### config.mk
export PLATFORM = sky130hd
export DESIGN_NAME = fpga_spi_config_loader
export DESIGN_NICKNAME = d
export VERILOG_FILES = /design/src/hw/rtl/fscl_pkg.sv /design/src/hw/rtl/fscl_front.sv /design/src/hw/rtl/fscl_queue.sv /design/src/hw/rtl/fscl_back.sv /design/src/hw/rtl/fpga_spi_config_loader.sv
export SDC_FILE = /design/constraint.sdc
export NUM_CORES = 1
export LEC_CHECK = 0
export BUFFER_PORTS_ARGS = -buffer_cell sky130_fd_sc_hd__buf_2
export CAP_MARGIN = 20
export CORE_MARGIN = 3
export CORE_UTILIZATION = 55
export DETAILED_ROUTE_END_ITERATION = 7
export PLACE_DENSITY = 0.8
export SLEW_MARGIN = 20
export SYNTH_ARGS = -nofsm -noshare
export SYNTH_HDL_FRONTEND = slang
export SYNTH_SLANG_ARGS = --single-unit
### constraint.sdc
create_clock -name clk -period 3.35 [get_ports clk]
set_clock_uncertainty 0.05 [all_clocks]
set_input_delay 0 -clock clk [delete_from_list [all_inputs] [get_ports clk]]
set_output_delay 0 -clock clk [all_outputs]
set_load 0.05 [all_outputs]
### src/hw/rtl/fscl_pkg.sv
// Shared types, codes and constants of the SPI configuration loader.
package fscl_pkg;

	localparam int unsigned QUEUE_DEPTH = 2;

	localparam int unsigned ADDR_W = 4;
	localparam int unsigned DATA_W = 32;

	// register indexes on the configuration port
	localparam logic [1:0] REG_DUMMY_CLOCKS = 2'd0;
	localparam logic [1:0] REG_DONE_TRIES   = 2'd1;
	localparam logic [1:0] REG_POWER_HOLD   = 2'd2;
	localparam logic [1:0] REG_RESET_HOLD   = 2'd3;

	localparam logic [5:0]  DUMMY_CLOCKS_RST = 6'd50;
	localparam logic [3:0]  DONE_TRIES_RST   = 4'd3;
	localparam logic [15:0] POWER_HOLD_RST   = 16'd60000;
	localparam logic [9:0]  RESET_HOLD_RST   = 10'd30;

	localparam logic [15:0] HOLD_FINISH_US     = 16'd50;
	localparam logic [15:0] HOLD_RETRY_US      = 16'd20000;
	localparam logic [15:0] HOLD_RESET_HIGH_US = 16'd20000;
	localparam logic [15:0] HOLD_POWER_OFF_US  = 16'd30000;
	localparam logic [15:0] HOLD_RELEASE_US    = 16'd1000;

	localparam logic [3:0] TRIES_MAX = 4'd15;

	typedef enum logic [1:0] {
		REQ_START  = 2'd0,
		REQ_BYTE   = 2'd1,
		REQ_FINISH = 2'd2,
		REQ_DONE   = 2'd3
	} req_t;

	typedef enum logic [2:0] {
		PH_IDLE = 3'd0,
		PH_LOAD = 3'd1,
		PH_WAIT = 3'd2,
		PH_DONE = 3'd3,
		PH_FAIL = 3'd4
	} phase_t;

	typedef enum logic [2:0] {
		ST_BUSY   = 3'd0,
		ST_AWAIT  = 3'd1,
		ST_OK     = 3'd2,
		ST_FAILED = 3'd3,
		ST_SEQERR = 3'd4
	} status_t;

	// work handed from the front to the back
	typedef enum logic [2:0] {
		K_START  = 3'd0,
		K_BYTE   = 3'd1,
		K_FINISH = 3'd2,
		K_OK     = 3'd3,
		K_RETRY  = 3'd4,
		K_FAIL   = 3'd5,
		K_SEQERR = 3'd6
	} kind_t;

	typedef struct packed {
		kind_t      kind;
		logic [7:0] data;
	} cmd_t;

	typedef struct packed {
		logic data;
		logic pwr;
		logic rst;
		logic sel;
	} pins_t;

	typedef struct packed {
		logic        clock_pulse;
		pins_t       pins;
		logic [15:0] hold_us;
		status_t     status;
		logic        last;
	} result_t;

endpackage

### src/hw/rtl/fscl_front.sv
// Front end: accept request beats, track the load phase and classify each request.
module fscl_front (
	input  logic                 clk,
	input  logic                 arst_n,
	input  logic                 req_valid,
	output logic                 req_ready,
	input  logic [1:0]           req_type,
	input  logic [7:0]           data_byte,
	input  logic                 done_level,
	input  logic [3:0]           done_tries,
	input  logic                 q_full,
	output logic                 q_push,
	output fscl_pkg::cmd_t       q_cmd
);
	import fscl_pkg::*;

	phase_t     phase_q, phase_d;
	logic [3:0] tries_q, tries_d;
	logic [3:0] tries_inc;
	logic [3:0] limit;
	logic       accept;

	assign req_ready = !q_full;
	assign accept    = req_valid && req_ready;
	assign q_push    = accept;

	assign tries_inc = (tries_q < TRIES_MAX) ? tries_q + 4'd1 : tries_q;
	assign limit     = (done_tries == 4'd0) ? 4'd1 : done_tries;

	// classify against the current phase
	always_comb begin
		q_cmd.kind = K_SEQERR;
		q_cmd.data = data_byte;
		case (req_t'(req_type))
			REQ_START: begin
				if (phase_q == PH_IDLE || phase_q == PH_DONE || phase_q == PH_FAIL) begin
					q_cmd.kind = K_START;
				end
			end
			REQ_BYTE: begin
				if (phase_q == PH_LOAD) begin
					q_cmd.kind = K_BYTE;
				end
			end
			REQ_FINISH: begin
				if (phase_q == PH_LOAD) begin
					q_cmd.kind = K_FINISH;
				end
			end
			REQ_DONE: begin
				if (phase_q == PH_WAIT) begin
					if (done_level) begin
						q_cmd.kind = K_OK;
					end else if (tries_inc >= limit) begin
						q_cmd.kind = K_FAIL;
					end else begin
						q_cmd.kind = K_RETRY;
					end
				end
			end
			default: begin
				q_cmd.kind = K_SEQERR;
			end
		endcase
	end

	always_comb begin
		phase_d = phase_q;
		tries_d = tries_q;
		if (accept) begin
			case (q_cmd.kind)
				K_START:  phase_d = PH_LOAD;
				K_FINISH: begin
					phase_d = PH_WAIT;
					tries_d = 4'd0;
				end
				K_OK:     phase_d = PH_DONE;
				K_RETRY:  tries_d = tries_inc;
				K_FAIL: begin
					phase_d = PH_FAIL;
					tries_d = tries_inc;
				end
				default:  phase_d = phase_q;
			endcase
		end
	end

	always_ff @(posedge clk or negedge arst_n) begin
		if (!arst_n) begin
			phase_q <= PH_IDLE;
			tries_q <= 4'd0;
		end else begin
			phase_q <= phase_d;
			tries_q <= tries_d;
		end
	end

	a_start_loads: assert property (@(posedge clk) disable iff (!arst_n)
		(accept && q_cmd.kind == K_START) |=> phase_q == PH_LOAD)
		else $error("start beat did not enter load phase");

endmodule

### src/hw/rtl/fscl_queue.sv
// Short command queue between the front end and the pin sequencer.
module fscl_queue #(
	parameter int unsigned Depth = fscl_pkg::QUEUE_DEPTH
) (
	input  logic           clk,
	input  logic           arst_n,
	input  logic           push,
	input  fscl_pkg::cmd_t push_cmd,
	output logic           full,
	input  logic           pop,
	output logic           not_empty,
	output fscl_pkg::cmd_t head
);
	import fscl_pkg::*;

	localparam int unsigned PtrW = (Depth > 1) ? $clog2(Depth) : 1;
	localparam int unsigned CntW = $clog2(Depth + 1);

	cmd_t            slot_q [Depth];
	logic [PtrW-1:0] wr_q, rd_q;
	logic [CntW-1:0] count_q;

	assign full      = (count_q == CntW'(Depth));
	assign not_empty = (count_q != '0);
	assign head      = slot_q[rd_q];

	always_ff @(posedge clk) begin
		if (push) begin
			slot_q[wr_q] <= push_cmd;
		end
	end

	always_ff @(posedge clk or negedge arst_n) begin
		if (!arst_n) begin
			wr_q    <= '0;
			rd_q    <= '0;
			count_q <= '0;
		end else begin
			if (push) begin
				wr_q <= (wr_q == PtrW'(Depth - 1)) ? '0 : wr_q + PtrW'(1);
			end
			if (pop) begin
				rd_q <= (rd_q == PtrW'(Depth - 1)) ? '0 : rd_q + PtrW'(1);
			end
			if (push && !pop) begin
				count_q <= count_q + CntW'(1);
			end else if (pop && !push) begin
				count_q <= count_q - CntW'(1);
			end
		end
	end

	a_no_overflow: assert property (@(posedge clk) disable iff (!arst_n)
		push |-> !full || pop)
		else $error("push into full queue");

	a_no_underflow: assert property (@(posedge clk) disable iff (!arst_n)
		pop |-> not_empty)
		else $error("pop from empty queue");

endmodule

### src/hw/rtl/fscl_back.sv
// Back end: turn queued commands into pin-level result beats, one per cycle unless stalled.
module fscl_back (
	input  logic                 clk,
	input  logic                 arst_n,
	input  logic                 q_valid,
	input  fscl_pkg::cmd_t       q_cmd,
	output logic                 q_pop,
	input  logic [5:0]           dummy_clocks,
	input  logic [15:0]          power_on_hold_us,
	input  logic [9:0]           reset_low_hold_us,
	output logic                 res_valid,
	input  logic                 res_ready,
	output fscl_pkg::result_t    res
);
	import fscl_pkg::*;

	pins_t      pins_q, pins_d;
	logic [5:0] step_q;
	logic       res_valid_q;
	result_t    res_q, res_d;
	logic       advance;

	assign advance   = q_valid && (!res_valid_q || res_ready);
	assign q_pop     = advance && res_d.last;
	assign res_valid = res_valid_q;
	assign res       = res_q;

	always_comb begin
		pins_d            = pins_q;
		res_d.clock_pulse = 1'b0;
		res_d.hold_us     = 16'd0;
		res_d.status      = ST_BUSY;
		res_d.last        = 1'b1;
		case (q_cmd.kind)
			K_START: begin
				res_d.last = (step_q[1:0] == 2'd3);
				case (step_q[1:0])
					2'd0: begin
						pins_d        = '{data: 1'b0, pwr: 1'b1, rst: 1'b1, sel: 1'b1};
						res_d.hold_us = power_on_hold_us;
					end
					2'd1: begin
						pins_d.rst    = 1'b1;
						res_d.hold_us = HOLD_RESET_HIGH_US;
					end
					2'd2: begin
						pins_d.sel    = 1'b0;
						pins_d.rst    = 1'b0;
						res_d.hold_us = {6'd0, reset_low_hold_us};
					end
					default: begin
						pins_d.rst    = 1'b1;
						res_d.hold_us = HOLD_RELEASE_US;
					end
				endcase
			end
			K_BYTE: begin
				// msb first: bit 7 - step
				pins_d.data       = q_cmd.data[~step_q[2:0]];
				res_d.clock_pulse = 1'b1;
				res_d.last        = (step_q[2:0] == 3'd7);
			end
			K_FINISH: begin
				if (step_q < dummy_clocks) begin
					res_d.clock_pulse = 1'b1;
					res_d.last        = 1'b0;
				end else begin
					res_d.hold_us = HOLD_FINISH_US;
					res_d.status  = ST_AWAIT;
				end
			end
			K_OK: begin
				res_d.status = ST_OK;
			end
			K_RETRY: begin
				res_d.hold_us = HOLD_RETRY_US;
				res_d.status  = ST_AWAIT;
			end
			K_FAIL: begin
				pins_d.pwr    = 1'b0;
				res_d.hold_us = HOLD_POWER_OFF_US;
				res_d.status  = ST_FAILED;
			end
			default: begin
				res_d.status = ST_SEQERR;
			end
		endcase
		res_d.pins = pins_d;
	end

	always_ff @(posedge clk) begin
		if (advance) begin
			res_q <= res_d;
		end
	end

	always_ff @(posedge clk or negedge arst_n) begin
		if (!arst_n) begin
			pins_q      <= '0;
			step_q      <= 6'd0;
			res_valid_q <= 1'b0;
		end else begin
			if (advance) begin
				pins_q      <= pins_d;
				step_q      <= res_d.last ? 6'd0 : step_q + 6'd1;
				res_valid_q <= 1'b1;
			end else if (res_ready) begin
				res_valid_q <= 1'b0;
			end
		end
	end

	a_pulse_no_hold: assert property (@(posedge clk) disable iff (!arst_n)
		(res_valid_q && res_q.clock_pulse) |-> (res_q.hold_us == 16'd0 && !res_q.last
			|| res_q.hold_us == 16'd0 && res_q.status == ST_BUSY))
		else $error("clock pulse beat carries a hold time");

	a_fail_powers_off: assert property (@(posedge clk) disable iff (!arst_n)
		(res_valid_q && res_q.status == ST_FAILED) |-> !res_q.pins.pwr)
		else $error("failure beat left power enabled");

endmodule

### src/hw/rtl/fpga_spi_config_loader.sv
// Top level of the SPI slave configuration loader: register port and front/queue/back.
//
// Loads an SRAM FPGA through a bit-banged SPI slave port. Each request beat
// (start, bitstream byte, finish, done-pin sample) produces one or more result
// beats, each giving the pin levels to apply, whether to pulse the clock, and
// a hold time in microseconds; the last beat of a request is flagged. The back
// sequencer emits one result beat per cycle while the result channel is not stalled;
// a bitstream byte gives 8 beats, a start 4, a finish dummy_clocks + 1, any other 1.
// The front end classifies a request in the cycle it arrives and parks it in
// a small queue (QueueDepth entries), so the next request beat is taken while
// the back end is still shifting out the previous one, and a result beat held
// by a stalled consumer does not stop intake until the queue fills. Requests
// that do not fit the current phase yield a single sequence-error beat and
// leave the state alone. Registers on the APB port (byte addresses):
// 0x0 dummy_clocks, 0x4 done_tries, 0x8 power_on_hold_us, 0xC
// reset_low_hold_us; write them only while no request is in flight.
module fpga_spi_config_loader #(
	parameter int unsigned QueueDepth = fscl_pkg::QUEUE_DEPTH
) (
	input  logic                        clk,
	input  logic                        arst_n,
	// configuration port
	input  logic                        psel,
	input  logic                        penable,
	input  logic                        pwrite,
	input  logic [fscl_pkg::ADDR_W-1:0] paddr,
	input  logic [fscl_pkg::DATA_W-1:0] pwdata,
	output logic [fscl_pkg::DATA_W-1:0] prdata,
	output logic                        pready,
	// request channel
	input  logic                        req_valid,
	output logic                        req_ready,
	input  logic [1:0]                  req_type,
	input  logic [7:0]                  data_byte,
	input  logic                        done_level,
	// result channel
	output logic                        res_valid,
	input  logic                        res_ready,
	output logic                        clock_pulse,
	output logic                        data_out,
	output logic                        power_enable,
	output logic                        cfg_rst,
	output logic                        select_n,
	output logic [15:0]                 hold_us,
	output logic [2:0]                  status,
	output logic                        last
);
	import fscl_pkg::*;

	logic [5:0]  dummy_clocks_q;
	logic [3:0]  done_tries_q;
	logic [15:0] power_hold_q;
	logic [9:0]  reset_hold_q;
	logic        cfg_write;

	cmd_t    push_cmd, head;
	logic    push, pop, full, not_empty;
	result_t res;

	assign pready    = 1'b1;
	assign cfg_write = psel && penable && pwrite && pready;

	// register file: write on the access cycle
	always_ff @(posedge clk or negedge arst_n) begin
		if (!arst_n) begin
			dummy_clocks_q <= DUMMY_CLOCKS_RST;
			done_tries_q   <= DONE_TRIES_RST;
			power_hold_q   <= POWER_HOLD_RST;
			reset_hold_q   <= RESET_HOLD_RST;
		end else if (cfg_write) begin
			case (paddr[3:2])
				REG_DUMMY_CLOCKS: dummy_clocks_q <= pwdata[5:0];
				REG_DONE_TRIES:   done_tries_q   <= pwdata[3:0];
				REG_POWER_HOLD:   power_hold_q   <= pwdata[15:0];
				REG_RESET_HOLD:   reset_hold_q   <= pwdata[9:0];
				default:          dummy_clocks_q <= dummy_clocks_q;
			endcase
		end
	end

	// read back, zero-extended
	always_comb begin
		case (paddr[3:2])
			REG_DUMMY_CLOCKS: prdata = {26'd0, dummy_clocks_q};
			REG_DONE_TRIES:   prdata = {28'd0, done_tries_q};
			REG_POWER_HOLD:   prdata = {16'd0, power_hold_q};
			REG_RESET_HOLD:   prdata = {22'd0, reset_hold_q};
			default:          prdata = '0;
		endcase
	end

	// classify and hand off
	fscl_front u_front (
		.clk        (clk),
		.arst_n     (arst_n),
		.req_valid  (req_valid),
		.req_ready  (req_ready),
		.req_type   (req_type),
		.data_byte  (data_byte),
		.done_level (done_level),
		.done_tries (done_tries_q),
		.q_full     (full),
		.q_push     (push),
		.q_cmd      (push_cmd)
	);

	// decouple intake from pin sequencing
	fscl_queue #(
		.Depth (QueueDepth)
	) u_queue (
		.clk       (clk),
		.arst_n    (arst_n),
		.push      (push),
		.push_cmd  (push_cmd),
		.full      (full),
		.pop       (pop),
		.not_empty (not_empty),
		.head      (head)
	);

	// sequence pins, one result beat per cycle while the result channel is not stalled
	fscl_back u_back (
		.clk               (clk),
		.arst_n            (arst_n),
		.q_valid           (not_empty),
		.q_cmd             (head),
		.q_pop             (pop),
		.dummy_clocks      (dummy_clocks_q),
		.power_on_hold_us  (power_hold_q),
		.reset_low_hold_us (reset_hold_q),
		.res_valid         (res_valid),
		.res_ready         (res_ready),
		.res               (res)
	);

	assign clock_pulse  = res.clock_pulse;
	assign data_out     = res.pins.data;
	assign power_enable = res.pins.pwr;
	assign cfg_rst      = res.pins.rst;
	assign select_n     = res.pins.sel;
	assign hold_us      = res.hold_us;
	assign status       = res.status;
	assign last         = res.last;

endmodule
==> results of run 1 <==
==> final cells by class <==
class,instances,area share
repair buffers,114,0.116
well taps,129,0.0256
multi-input cells,309,0.360
flip-flops and latches,105,0.457
clock inverters,6,0.0119
clock buffers,10,0.0202
inverters,15,0.00893
==> power breakdown <==
group	total (mW)	internal, mW	leakage, nW	switching (mW)
combinational	2.30	0.745	1.39	1.56
sequential	2.12	1.85	1.14	0.267
clock	0.808	0.357	0.0990	0.451
==> critical path: cells and delay by family, from the launching register on <==
kind,cells,cell delay [ps]
fa+ha+maj,2,580
mux,1,380
flops,1,450
simple gates,1,180
compound gates,5,1140
==> path summary, 6_finish.rpt <==
path | end | from | slack (ps)
min reg2reg | u_back.pins_q[3]$_DFFE_PN0P_ | u_back.pins_q[3]$_DFFE_PN0P_ | 480
min in group asynchronous | reset_hold_q[7]$_DFFE_PN0P_ | arst_n | 80
max reg2reg | u_front.phase_q[2]$_DFFE_PN0P_ | u_front.tries_q[0]$_DFFE_PN0P_ | 470
min | u_front.phase_q[1]$_DFFE_PN0P_ | req_valid | 70
max | u_front.phase_q[2]$_DFFE_PN0P_ | u_front.tries_q[0]$_DFFE_PN0P_ | 470
max in group asynchronous | power_hold_q[13]$_DFFE_PN1P_ | arst_n | 2250
==> flip-flops by register name, indices dropped and copies added, names as in the netlist <==
signal,flops
dummy_clocks_q,6
u_front.tries_q,4
u_back.res_valid,1
u_back.step_q,6
u_queue.slot_q,22
u_back.res,25
reset_hold_q,10
u_queue.count_q,2
done_tries_q,4
u_back.pins_q,4
u_front.phase_q,3
u_queue.rd_q,1
u_queue.wr_q,1
power_hold_q,16
==> kinds of logic after synthesis <==
kind of cell / Yosys count / synth area share
AND/OR/NAND/NOR: 119 / 0.111
flip-flops: 105 / 0.537
AO/OA/AOI/OAI: 95 / 0.117
multiplexers: 54 / 0.132
buffers and inverters: 50 / 0.0515
adder cells (fa/ha/maj): 16 / 0.0373
XOR/XNOR: 8 / 0.0130
other: 2 / 0.00140
==> timing repair <==
| item | CTS | global route |
|---|---|---|
| hold buffers | 28 | 0 |
| resized for setup | 0 | 0 |
| endpoints found under the hold margin | 77 | 0 |
==> metal layers <==
| layer | routed length [um] | vias up | GRT usage |
|---|---|---|---|
| li1 | - | 1831 | - |
| met1 | 4930 | 1922 | 0.283 |
| met2 | 6090 | 164 | 0.382 |
| met3 | 620 | 22 | 0.0315 |
| met4 | 214 | 0 | 0.0806 |
| met5 | 0 | - | 0 |
==> per-stage QoR <==
stage	hold WS, ps	std cells	util
after floorplan	-346	464	-
after global placement	-64.9	644	0.621
after detailed placement	-53.6	644	0.621
after CTS	56.5	688	0.672
after global routing	93.3	688	0.673
final	72.7	688	0.673
==> cells in the final DEF, fill, tap and decap left out, types with 5 or more instances in the layout <==
cell type,instances
mux2i_1,7
nand2_1,41
nand3_1,12
nor2b_1,8
ha_1,16
dfstp_2,16
inv_1,14
edfxtp_1,47
and2_1,6
o21ai_0,29
a21oi_1,21
buf_2,78
dlygate4sd3_1,28
o31ai_1,5
nand2b_1,5
xnor2_1,5
o211ai_1,7
nor2_1,22
dfrtp_1,42
buf_4,8
nor3_1,9
clkbuf_8,9
conb_1,17
mux2_2,37
==> results_dict.tcl, run 1 <==
set metrics [dict create \
    criticalPathCategory "flop to flop" \
    firstDrtPassIters 7 \
    initialDrtViolationCount 286 \
    cts_tree "built" \
    dpl.hpwl_um 8340 \
    path_cells "ha_1 -> nand3_1 -> mux2_2 -> ha_1 -> o211ai_1 -> o21ai_0 -> o311a_1 -> a211o_1 -> o21a_1" \
    drc 0 \
    finalPower_mw 5.23 \
    hp-class "input port to flop" \
    die_h_um 105 \
    synth_seq_cells 105 \
    vdd_drop_max_v 0.000562 \
    outcome "finished, final reports clean" \
    synth_flop_cell "edfxtp_1" \
    synth.top_cells.by_area "edfxtp_1 26%, dfrtp_1 20%, dfstp_2 7.8%" \
    synthCells 449 \
    ctsLongestPathBuffers 2 \
    endpoint_kind "flop" \
    post_synth_num_cell_types 61 \
    yosys.area.top_type "edfxtp_1" \
    cp-start-kind "flop" \
    h-tree-depth 3 \
    fill_cells 712 \
    fin_crit_sh 0.858 \
    worst_slew_margin_rel 0.363 \
    grt_pass1_wl_um 19600 \
    antenna_found_initial 0 \
    synth_most_common_cell "edfxtp_1" \
    core_region_area_um2 9370 \
    regArea_um2 2880 \
    slew_viol_final 0 \
    wirelength_um 11900 \
    row_count 35 \
    slowest_stage "dfrtp_1" \
    yosysTopAreaCellShare 0.263 \
    tns_ps 0 \
    rsz0062_at_grt "false" \
    tightest_slew_ps 953 \
    cts_sinks 105 \
    finalWorstSetupSlack_ps 475 \
    synth_seq_area_share 0.537 \
    yosysWarnings 0 \
    critPathMaxStageDelay_ps 450 \
    syn_area_um2 5370 \
    path_max_fanout 6 \
    vias_per_cell 5.73 \
    path_clk_slew_ps 100 \
    max_freq_mhz 348 \
    final_cell_area_um2 6310 \
    clk_latency_ps 370 \
    root_buffer "clkbuf_8" \
    drv_cap 0 \
    ant_nets 0 \
    synth_commonest_cells "47 x edfxtp_1, 42 x dfrtp_1, 41 x nand2_1" \
    power_leakage_nw 2.63 \
    finalSetupViolCount 0 \
    die_x_um 105 \
    grt_usage 0.220 \
    wire_per_inst_um 17.2 \
    hold_depth 3 \
    n_antenna_cell 0 \
    required_ps 3560 \
    drive_gt1_frac 0.313 \
    post-place-ws_ps 504 \
    nets 624 \
    numCtsBuffers 9 \
    area_growth_pct 17.4 \
    cts_setup_buffers 0 \
    start_util 0.573 \
    grt_start_max_net_pins 37 \
    portBuffers 78 \
    synth_edf_count 47 \
    async_flop_share 0.552 \
    powerDensity_nw_per_um2 829 \
    worstPathArrival_ps 3090 \
    place_area_um2 5820 \
    hold_viol_final 0 \
    first_global_vias 3993 \
    reg2reg_depth 9 \
    vias 3939 \
    ios 114 \
    grt.overflow.total 0 \
    avgSynthCellArea_um2 12.0 \
    die_area_um2 11000 \
    multi_input_area_um2 2270 \
    crit_top_cell "ha_1" \
    period_minus_slack_ps 2880 \
    gp_congestion 0.797 \
]
No activity file was read; power rests on OpenSTA's default activity.
==> inputs of run 2 (changes only) <==
Settings changed: BUFFER_PORTS_ARGS -buffer_cell sky130_fd_sc_hd__buf_2 to unset, CORE_UTILIZATION 55 to 64, DONT_BUFFER_PORTS set to 1.
==> run 2 against run 1 <==
Worst setup slack better by 140 ps. Highest routed layer unchanged. Critical path type unchanged. Sequential power rose by 25%. Combinational power decreased by 28%. Wire length shrank 1.7%. Critical path depth did not move.
==> results_dict.tcl, run 2 (same netlist as run 1, synthesis figures left out) <==
set metrics [dict create \
    cts_sinks 105 \
    hp-class "input port to flop" \
    cp-start-kind "flop" \
    root_buffer "clkbuf_8" \
    cts_tree "built" \
    cts_resized 0 \
    die_x_um 97.6 \
    ant_nets 0 \
    slew_viol_final 0 \
    critPathMaxStageDelay_ps 450 \
    criticalPathCategory "flop to flop" \
    path_clk_slew_ps 100 \
    drc 0 \
    first_global_vias 3826 \
    nets 564 \
    portBuffers 0 \
    dpl.hpwl_um 7750 \
    crit_path_start "u_front.tries_q[0]$_DFFE_PN0P_" \
    path_max_fanout 6 \
    core_region_area_um2 7930 \
    wire_per_inst_um 19.4 \
    crit_top_cell "ha_1" \
    cp.depth 9 \
    rsz0062_at_grt "false" \
    h-tree-depth 3 \
    endpoint_kind "flop" \
    ios 114 \
    numCtsBuffers 9 \
    max_freq_mhz 365 \
    vias 3706 \
    hold_viol_final 0 \
    firstDrtPassIters 5 \
    start_util 0.677 \
    finalSetupViolCount 0 \
    layoutNonFillerInstCount 601 \
    row_count 32 \
    initialDrtViolationCount 328 \
    grt_usage 0.255 \
    placedCellCount 541 \
    reg2reg_depth 9 \
    tightest_slew_ps 1020 \
    final_cell_mix "47 x edfxtp_1, 43 x dlygate4sd3_1, 42 x dfrtp_1" \
    gp_congestion 0.896 \
    area_growth_pct 12.8 \
    crit_buf_inv 0 \
    fin_crit_sh 0.817 \
    largest_reg_flops 25 \
    fill_cells 504 \
    worstPathArrival_ps 2950 \
    grt_start_max_net_pins 59 \
    vias_per_cell 6.17 \
    drive_gt1_frac 0.200 \
    drv_cap 0 \
    slowest_stage "dfrtp_1" \
    die_h_um 97.6 \
    path_cells "ha_1 -> nand3_1 -> mux2_2 -> ha_1 -> o211ai_1 -> o21ai_0 -> o311a_1 -> a211o_1 -> o21a_1" \
    worst_slew_margin_rel 0.317 \
    n_antenna_cell 0 \
    vdd_drop_max_v 0.000673 \
    die_area_um2 9530 \
    wirelength_um 11600 \
    tns_ps 0 \
    r2r_slack_ps 610 \
    antenna_found_initial 0 \
    grt_pass1_wl_um 19400 \
    cp_top_family "compound AO/OA/AOI/OAI gates" \
    utilization 0.764 \
    clk_latency_ps 370 \
    grt.overflow.total 0 \
    r2r-end "u_front.phase_q[2]$_DFFE_PN0P_" \
    period_minus_slack_ps 2740 \
    powerDensity_nw_per_um2 833 \
    power_leakage_nw 2.37 \
    cp-endpoint "u_front.phase_q[2]$_DFFE_PN0P_" \
    rr_startpoint "u_front.tries_q[0]$_DFFE_PN0P_" \
    outcome "finished, final reports clean" \
    required_ps 3570 \
    ctsLongestPathBuffers 2 \
    layout_commonest_cell "edfxtp_1" \
]
## run 2: cell type report
type,count,area [um^2],area share
Timing Repair Buffer,54,533,0.0880
Inverter,15,56.3,0.00930
Tap cell,102,128,0.0211
Multi-Input combinational cell,309,2270,0.374
Sequential cell,105,2880,0.476
Clock buffer,10,138,0.0227
Clock inverter,6,51.3,0.00847
## run 2: per-stage QoR
| step | cell area [um^2] | total power [mW] | hold slack [ps] | setup slack (ps) |
|---|---|---|---|---|
| after global placement | 5410 | 4.14 | -344 | 695 |
| after CTS | 6050 | 5.03 | 2.71 | 613 |
| final | 6060 | 5.04 | 20.7 | 614 |
| after floorplan | 5430 | 3.86 | -346 | 798 |
| after detailed placement | 5410 | 4.22 | -344 | 631 |
| after global routing | 6060 | 5.33 | 26.0 | 441 |
## run 2: worst min-delay path by stage
stage          startpoint                              to  slack [ps]  cells after the start
2_1_floorplan      arst_n     done_tries_q[2]$_DFFE_PN0P_        -350                      0
3_3_place_gp       arst_n     reset_hold_q[7]$_DFFE_PN0P_        -340                      0
3_5_place_dp       arst_n     reset_hold_q[7]$_DFFE_PN0P_        -340                      0
4_1_cts          paddr[3]   dummy_clocks_q[1]$_DFFE_PN1P_           3                      3
5_1_grt          paddr[3]   dummy_clocks_q[0]$_DFFE_PN0P_          30                      3
6_report       done_level  u_front.phase_q[1]$_DFFE_PN0P_          20                      3
## run 2: metal layers
layer / vias to the layer above / share of wire / GRT usage / wire length [um]
met2: 186 / 0.51 / 0.429 / 5950
li1: 1703 / - / - / -
met4: 0 / 0.023 / 0.0873 / 270
met5: - / 0 / 0 / 0
met3: 24 / 0.062 / 0.0603 / 724
met1: 1793 / 0.40 / 0.326 / 4700
## run 2: what timing repair did
item                       CTS  global route
hold buffers                43             1
buffers inserted             0             0
hold endpoints to repair   123             1
setup endpoints to repair    0             0
## run 2: where the power goes
group	total, mW	internal (mW)	switching (mW)	leakage (nW)
Combinational	1.66	0.654	1.01	1.14
Sequential	2.64	1.87	0.771	1.14
Clock	0.746	0.301	0.445	0.0987
## run 2: worst register-to-register path: cells and delay by family, from the launching register on
family | cells | cell delay [ps]
AO/OA/AOI/OAI | 5 | 1030
adder cells (fa/ha/maj) | 2 | 560
flip-flops | 1 | 450
multiplexers | 1 | 370
AND/OR/NAND/NOR | 1 | 170
